$ cat src/rtl/core/odo_pkg.sv
// Shared types, constants and the CORDIC angle table for the planar odometry integrator.
// No dependencies; every other file of the block imports this package.
package odo_pkg;

  localparam int unsigned TRIG_ITERATIONS_DEF = 16;
  localparam int unsigned ATAN_ENTRIES = 24;
  localparam int unsigned ATAN_IDX_W = 5;

  localparam int unsigned POS_W   = 48;
  localparam int unsigned HEAD_W  = 32;
  localparam int unsigned CW      = 34;   // CORDIC x/y, Q2.30 plus headroom
  localparam int unsigned ZW      = 32;   // CORDIC residual angle
  localparam int unsigned CQW     = 22;   // sine/cosine rounded to Q20
  localparam int unsigned VDT_W   = 37;   // speed times time
  localparam int unsigned PROD_W  = 59;   // speed times time times Q20 trig
  localparam int unsigned DIV_NUM_W = 36;
  localparam int unsigned DIV_QE_W  = 22;
  localparam int unsigned DELTA_W   = 23;

  localparam logic signed [CW-1:0] CORDIC_GAIN_Q30 = 34'sd652032874;
  localparam logic [21:0] HEADING_SCALE = 22'd2799883;
  localparam logic [13:0] DIV_BASE      = 14'd15625;
  localparam int unsigned DIV_SHIFT     = 20;
  localparam logic [30:0] RECIP_BASE    = 31'd1125899906;
  localparam int unsigned RECIP_SHIFT   = 44;

  typedef struct packed {
    logic signed [15:0] forward_speed;
    logic signed [15:0] yaw_rate;
    logic [19:0]        elapsed_time;
  } odo_in_t;

  typedef struct packed {
    logic signed [POS_W-1:0] position_x;
    logic signed [POS_W-1:0] position_y;
    logic [HEAD_W-1:0]       heading;
    logic signed [15:0]      quat_z;
    logic signed [15:0]      quat_w;
    logic signed [15:0]      speed_echo;
    logic signed [15:0]      yaw_rate_echo;
  } odo_out_t;

  typedef struct packed {
    logic load_in;
    logic cordic_init;
    logic cordic_half;
    logic cordic_step;
    logic trig_cap;
    logic head_upd;
    logic mul_cap;
    logic fin_load;
  } odo_cmd_t;

  typedef enum logic [2:0] {
    ST_IDLE,
    ST_ROT_A,
    ST_TRIG,
    ST_MUL,
    ST_ROT_B,
    ST_FIN
  } odo_state_e;

  // atan(2^-i) as a fraction of a full turn, scaled by 2^32
  function automatic logic [31:0] atan_turn(input logic [ATAN_IDX_W-1:0] idx);
    logic [31:0] val;
    case (idx)
      5'd0:    val = 32'd536870912;
      5'd1:    val = 32'd316933406;
      5'd2:    val = 32'd167458907;
      5'd3:    val = 32'd85004756;
      5'd4:    val = 32'd42667331;
      5'd5:    val = 32'd21354465;
      5'd6:    val = 32'd10679838;
      5'd7:    val = 32'd5340245;
      5'd8:    val = 32'd2670163;
      5'd9:    val = 32'd1335087;
      5'd10:   val = 32'd667544;
      5'd11:   val = 32'd333772;
      5'd12:   val = 32'd166886;
      5'd13:   val = 32'd83443;
      5'd14:   val = 32'd41722;
      5'd15:   val = 32'd20861;
      5'd16:   val = 32'd10430;
      5'd17:   val = 32'd5215;
      5'd18:   val = 32'd2608;
      5'd19:   val = 32'd1304;
      5'd20:   val = 32'd652;
      5'd21:   val = 32'd326;
      5'd22:   val = 32'd163;
      5'd23:   val = 32'd81;
      default: val = 32'd0;
    endcase
    return val;
  endfunction

endpackage

$ cat src/rtl/core/odo_ctrl.sv
// Controller: sequences the two CORDIC passes, products and result load; owns the handshakes.
// Depends on odo_pkg for the command struct and state enum.
module odo_ctrl #(
  parameter int unsigned TrigIterations = odo_pkg::TRIG_ITERATIONS_DEF,
  localparam int unsigned IterW = $clog2(TrigIterations)
) (
  input  logic              clk_i,
  input  logic              rst_ni,
  input  logic              in_valid_i,
  output logic              in_ready_o,
  output logic              out_valid_o,
  input  logic              out_ready_i,
  output odo_pkg::odo_cmd_t cmd_o,
  output logic [IterW-1:0]  iter_o
);
  import odo_pkg::*;

  localparam logic [IterW-1:0] LastIter = IterW'(TrigIterations - 1);

  odo_state_e       state_q, state_d;
  logic [IterW-1:0] iter_q, iter_d;
  logic             out_valid_q, out_valid_d;
  logic             accept, last, slot_free;
  odo_cmd_t         cmd;

  assign accept    = (state_q == ST_IDLE) && in_valid_i;
  assign last      = (iter_q == LastIter);
  assign slot_free = !out_valid_q || out_ready_i;

  always_comb begin
    state_d = state_q;
    cmd     = '0;
    unique case (state_q)
      ST_IDLE: begin
        if (in_valid_i) begin
          cmd.load_in     = 1'b1;
          cmd.cordic_init = 1'b1;
          state_d         = ST_ROT_A;
        end
      end
      ST_ROT_A: begin
        cmd.cordic_step = 1'b1;
        if (last) begin
          state_d = ST_TRIG;
        end
      end
      ST_TRIG: begin
        cmd.trig_cap = 1'b1;
        cmd.head_upd = 1'b1;
        state_d      = ST_MUL;
      end
      ST_MUL: begin
        cmd.mul_cap     = 1'b1;
        cmd.cordic_init = 1'b1;
        cmd.cordic_half = 1'b1;
        state_d         = ST_ROT_B;
      end
      ST_ROT_B: begin
        cmd.cordic_step = 1'b1;
        if (last) begin
          state_d = ST_FIN;
        end
      end
      ST_FIN: begin
        if (slot_free) begin
          cmd.fin_load = 1'b1;
          state_d      = ST_IDLE;
        end
      end
      default: begin
        state_d = ST_IDLE;
      end
    endcase
    iter_d = (cmd.cordic_step && !last) ? iter_q + 1'b1 : '0;
    if (cmd.fin_load) begin
      out_valid_d = 1'b1;
    end else if (out_ready_i) begin
      out_valid_d = 1'b0;
    end else begin
      out_valid_d = out_valid_q;
    end
  end

  always_ff @(posedge clk_i or negedge rst_ni) begin
    if (!rst_ni) begin
      state_q     <= ST_IDLE;
      iter_q      <= '0;
      out_valid_q <= 1'b0;
    end else begin
      state_q     <= state_d;
      iter_q      <= iter_d;
      out_valid_q <= out_valid_d;
    end
  end

  assign in_ready_o  = (state_q == ST_IDLE);
  assign out_valid_o = out_valid_q;
  assign cmd_o       = cmd;
  assign iter_o      = iter_q;

`ifndef SYNTHESIS
  a_start: assert property (@(posedge clk_i) disable iff (!rst_ni)
    accept |=> (state_q == ST_ROT_A) && (iter_q == '0))
    else $error("item accepted without a fresh rotation pass");

  a_full_pass: assert property (@(posedge clk_i) disable iff (!rst_ni)
    (state_q == ST_TRIG || (state_q == ST_FIN && $past(state_q) != ST_FIN))
      |-> $past(iter_q) == LastIter)
    else $error("rotation pass ended early");

  a_out_rise: assert property (@(posedge clk_i) disable iff (!rst_ni)
    $rose(out_valid_q) |-> $past(state_q) == ST_FIN)
    else $error("result raised outside the final step");
`endif

endmodule

$ cat config.mk
export PLATFORM = sky130hd
export DESIGN_NAME = odo_ctrl
export DESIGN_NICKNAME = d
export VERILOG_FILES = /design/src/rtl/core/odo_pkg.sv /design/src/rtl/core/odo_ctrl.sv
export SDC_FILE = /design/constraint.sdc
export NUM_CORES = 1
export LEC_CHECK = 0
export BUFFER_PORTS_ARGS = -buffer_cell sky130_fd_sc_hd__clkbuf_2
export CAP_MARGIN = 20
export CORE_MARGIN = 1.5
export CORE_UTILIZATION = 35
export CTS_BUF_LIST = sky130_fd_sc_hd__clkbuf_2
export DETAILED_ROUTE_END_ITERATION = 8
export GPL_ROUTABILITY_DRIVEN = 1
export GPL_TIMING_DRIVEN = 0
export PLACE_DENSITY = 0.67
export SETUP_SLACK_MARGIN = 0.3
export SYNTH_ARGS = -nofsm -noshare
export SYNTH_HDL_FRONTEND = slang
export SYNTH_SLANG_ARGS = --single-unit
export TNS_END_PERCENT = 100
$ cat constraint.sdc
create_clock -name clk_i -period 1.14 [get_ports clk_i]
set_input_delay 0.228 -clock clk_i [delete_from_list [all_inputs] [get_ports clk_i]]
set_output_delay 0.228 -clock clk_i [all_outputs]
set_load 0.1 [all_outputs]
==> flow_metrics.env, run 1 <==
export IMPL_status="did not finish"
export IMPL_lastStage="clock tree synthesis (4_1_cts)"
export IMPL_first_error="[ERROR DPL-0033] detailed placement checks failed during check placement."
export IMPL_cts_buffers_inserted=3
export IMPL_postCtsSetupBuffers=10
export IMPL_ios=18
export IMPL_synth_cells=48
export IMPL_htreeDepth=1
export IMPL_cts_hold_buf=1
export IMPL_syn_area_um2=455
export IMPL_synth_yosys_seq_area_share_pct=44.0
export IMPL_place_area_um2=696
export IMPL_clk_path_buf_depth=2
export IMPL_die_h_um=39.1
export IMPL_cts_sinks=8
export IMPL_root_buffer="clkbuf_2"
export IMPL_row_count=12
export IMPL_ys_ff_latch=8
export IMPL_yosysWarningCount=0
export IMPL_start_util_pct=39.4
export IMPL_synth_distinct_cells=24
export IMPL_detailed_place_hpwl_um=702
export IMPL_numPortBuffers=17
export IMPL_die_w_um=39.1
export IMPL_syn_nets=53
export IMPL_avgSynthCellArea_um2=9.49
export IMPL_ctsResizeCount=54
export IMPL_finalWeightedCongestion=0.741
==> Yosys cell counts, drive strengths merged <==
master  n  area, um2
dfrtp   8        200
and2    1       6.26
and3    2       12.5
xnor2   2       17.5
buf     6       43.8
or3b    1       8.76
nand2b  3       18.8
nor3    3       15.0
mux2i   1       10.0
nand3   2       10.0
a21oi   1       5.00
or2     1       6.26
o21ai   1       5.00
xor2    1       8.76
a31o    1       8.76
nor2    4       15.0
ha      1       12.5
nor3b   3       22.5
nor2b   1       6.26
inv     1       3.75
o211ai  1       7.51
nand2   3       11.3
==> stage by stage <==
step / std cells / setup WS, ns
3_5_place_dp: 79 / -0.574
3_3_place_gp: 79 / -0.570
2_1_floorplan: 48 / -1.27
==> cell families after synthesis <==
logic type | Yosys count | synth area share [%]
simple gates | 24 | 29.1
flops | 8 | 44.0
buf+inv | 7 | 10.4
compound gates | 4 | 5.77
xor+xnor | 3 | 5.77
mux | 1 | 2.20
fa+ha+maj | 1 | 2.75
==> inputs of run 2 (changes only) <==
CORE_AREA = 2 2 63 65   (was unset)
CORE_MARGIN = unset   (was 1.5)
CORE_UTILIZATION = unset   (was 35)
CTS_BUF_LIST = unset   (was sky130_fd_sc_hd__clkbuf_2)
DIE_AREA = 0 0 65 67   (was unset)
PLACE_DENSITY = unset   (was 0.67)
PLACE_DENSITY_LB_ADDON = 0.15   (was unset)
SETUP_SLACK_MARGIN = unset   (was 0.3)
clock period = 1.5 ns   (was 1.14 ns; I/O delays follow)
==> run 2 against run 1 <==
Effect of this change: synthesized cell count unchanged; the flow now finishes, with violations (negative setup slack); synthesized area unchanged.
==> flow_metrics.env, run 2 <==
export IMPL_cts_buffers_inserted=3
export IMPL_die_w_um=65
export IMPL_power_uw=1920
export IMPL_layout_min_cycle_time_ns=1.78
export IMPL_grt_pass1_vias=470
export IMPL_num_vias=456
export IMPL_cts_sinks=8
export IMPL_drt_first_iter_violations=5
export IMPL_antenna_found_initial=0
export IMPL_clk_pin_slew_worst_paths_ns=0.04
export IMPL_grt_overflow=0
export IMPL_root_buffer="clkbuf_8"
export IMPL_crit_cells=6
export IMPL_synth_top_area_share_pct=44.0
export IMPL_dieArea_mm2=0.00436
export IMPL_syn_area_um2=455
export IMPL_worstHoldPathCells=3
export IMPL_synth_yosys_seq_area_share_pct=44.0
export IMPL_finClkSkew_ns=0.00428
export IMPL_ys_ff_latch=8
export IMPL_reg2regPathDepth=4
export IMPL_preCtsSetupSlack_ns=-0.333
export IMPL_combPwrFrac_pct=66.1
export IMPL_start_util_pct=12.6
export IMPL_fmax_mhz=560
export IMPL_clk_path_buf_depth=2
export IMPL_ios=18
export IMPL_num_fill_cells=375
export IMPL_grt_start_max_net_pins=9
export IMPL_arrival_ns=1.48
export IMPL_synth_cells=48
export IMPL_core_area_mm2=0.00361
export IMPL_synth_distinct_cells=24
export IMPL_worst_pin_slew_ns=0.539
export IMPL_seq_power_share_pct=19.5
export IMPL_peakVddDrop_v=0.000660
export IMPL_synth_main_ff_cell="dfrtp_1"
export IMPL_final_cell_mix="12 x buf_4, 9 x clkbuf_16, 8 x clkbuf_2"
export IMPL_finalWeightedCongestion=0.630
export IMPL_final_antenna_net_count=0
export IMPL_regArea_um2=214
export IMPL_cp_top_family="buffers and inverters"
export IMPL_crit_fanout=5
export IMPL_grt_use_total_pct=7.09
export IMPL_avgSynthCellArea_um2=9.49
export IMPL_cp_slowest_cell="dfrtp_1"
export IMPL_area_delta_synth_final_pct=134
export IMPL_async_reset_ff_share_pct=100
export IMPL_p_clk_share_pct=14.4
export IMPL_n_antenna_cell=0
export IMPL_synthTopCellsByCount="8 x dfrtp_1, 4 x nor2_1"
export IMPL_hold_violations=0
export IMPL_critPathMaxStageDelay_ns=0.33
export IMPL_fin_crit_sh_pct=119
export IMPL_dr_pass1_iters=4
export IMPL_clk_latency_ns=0.23
export IMPL_worst_path_buf_inv=5
export IMPL_synth_most_common_cell="dfrtp_1"
export IMPL_cts_tree="built"
export IMPL_hold_ws_ns=0.376
export IMPL_final_max_slew_viol_count=0
export IMPL_rsz0062_at_grt="true"
export IMPL_relSlewSlack_pct=64.2
export IMPL_violations="negative setup slack"
export IMPL_viasPerCell=3.48
export IMPL_synth_area_leaders="dfrtp_1 44%, buf_4 4.9%, nor3b_1 4.9%"
export IMPL_grt_pass1_wl_um=2240
export IMPL_multi_input_area_um2=285
export IMPL_min_path_type="input port to flip-flop"
export IMPL_place_area_um2=703
export IMPL_setup_violations_final=8
export IMPL_status="complete, but fails checks"
export IMPL_path_cells="buf_6, clkinvlp_4, buf_4, nor3_4, buf_12, clkbuf_16"
export IMPL_layout_commonest_cell="buf_4"
export IMPL_largest_reg_flops=4
export IMPL_syn_nets=53
export IMPL_drive_above_1_share_pct=65.1
export IMPL_critPathKind="flip-flop to output pin"
export IMPL_p_sw_uw=1000
export IMPL_synth_top_area_cell="dfrtp_1"
export IMPL_drc=0
export IMPL_wire_per_inst_um=10.1
export IMPL_fin_ws_ns=-0.285
export IMPL_fin_nets=89
export IMPL_final_area_mm2=0.00107
export IMPL_intPower_uw=921
export IMPL_die_h_um=67
export IMPL_max_cap_violations=0
export IMPL_numPortBuffers=17
export IMPL_htreeDepth=1
export IMPL_power_density_mw_per_mm2=1800
export IMPL_wl_um=1320
export IMPL_start_kind="flip-flop"
export IMPL_synth_edff_count=0
export IMPL_leakage_uw=0.000473
export IMPL_switching_share_pct=52.1
export IMPL_yosysWarningCount=0
export IMPL_cp_required_ns=1.20
export IMPL_crit_path_end_kind="output pin"
export IMPL_row_count=22
==> run 2: per-layer routing <==
| metal | GRT usage [%] | part of all wire, % | vias to the layer above |
|---|---|---|---|
| li1 | - | - | 228 |
| met1 | 8.59 | 43 | 210 |
| met2 | 11.2 | 51 | 14 |
| met3 | 1.52 | 2.9 | 4 |
| met4 | 4.79 | 2.5 | 0 |
| met5 | 0 | 0 | - |
==> run 2: worst paths after layout <==
path | endpoint | slack [ns] | startpoint
max in group asynchronous | out_valid_o | 0.84 | rst_ni
setup / recovery | cmd_o[3] | -0.28 | state_q[1]
hold / removal | state_q[0] | 0.38 | in_valid_i
min in group asynchronous | iter_o[3] | 0.45 | rst_ni
hold reg to reg | iter_o[0] | 0.53 | iter_o[0]
setup reg to reg | iter_o[3] | 0.09 | iter_o[0]
==> run 2: area by class of cell <==
class | count | area share [%]
Timing Repair Buffer | 31 | 35.1
Sequential cell | 8 | 20.0
Inverter | 1 | 0.703
Buffer | 6 | 7.62
Clock buffer | 4 | 4.22
Multi-Input combinational cell | 33 | 26.7
Tap cell | 48 | 5.63
==> run 2: logic make-up (layout without fill, tap and decap cells) <==
kind of cell             count (synthesis)  after routing  share of synthesized area (%)
buffers and inverters                    7             42                           10.4
XOR/XNOR                                 3              3                           5.77
AND/OR/NAND/NOR                         24             24                           29.1
AO/OA/AOI/OAI                            4              4                           5.77
flip-flops                               8              8                           44.0
adder cells (fa/ha/maj)                  1              1                           2.75
multiplexers                             1              1                           2.20
==> run 2: tightest hold or removal path, stage by stage <==
cell	delay, ns
clkbuf_2	0.09
o21ai_0	0.08
o211ai_1	0.09
==> run 2: repair_timing <==
item,CTS,global route
cloned,1,0
pin swaps,5,1
gates resized for setup,32,1
setup buffers,11,1
endpoints found under the setup margin,9,9
hold endpoints to repair,8,0
hold buffers,1,0
==> run 2: metrics by stage <==
stage | TNS (ns) | std cells | util [%]
after floorplan | -5.10 | 48 | -
after global placement | -1.53 | 113 | 19.5
after detailed placement | -1.58 | 113 | 19.5
after CTS | -1.84 | 130 | 29.3
after global routing | -2.34 | 131 | 29.6
final | -1.73 | 131 | 29.6
==> run 2: power groups by stage <==
stage / Clock (uW) / Sequential [uW] / Combinational (uW)
after global placement: 0 / 378 / 1030
after detailed placement: 0 / 378 / 1030
after floorplan: 0 / 729 / 529
after CTS: 282 / 376 / 1270
after global routing: 296 / 389 / 1330
final: 278 / 375 / 1270
Power figures use the tool's default switching activity.
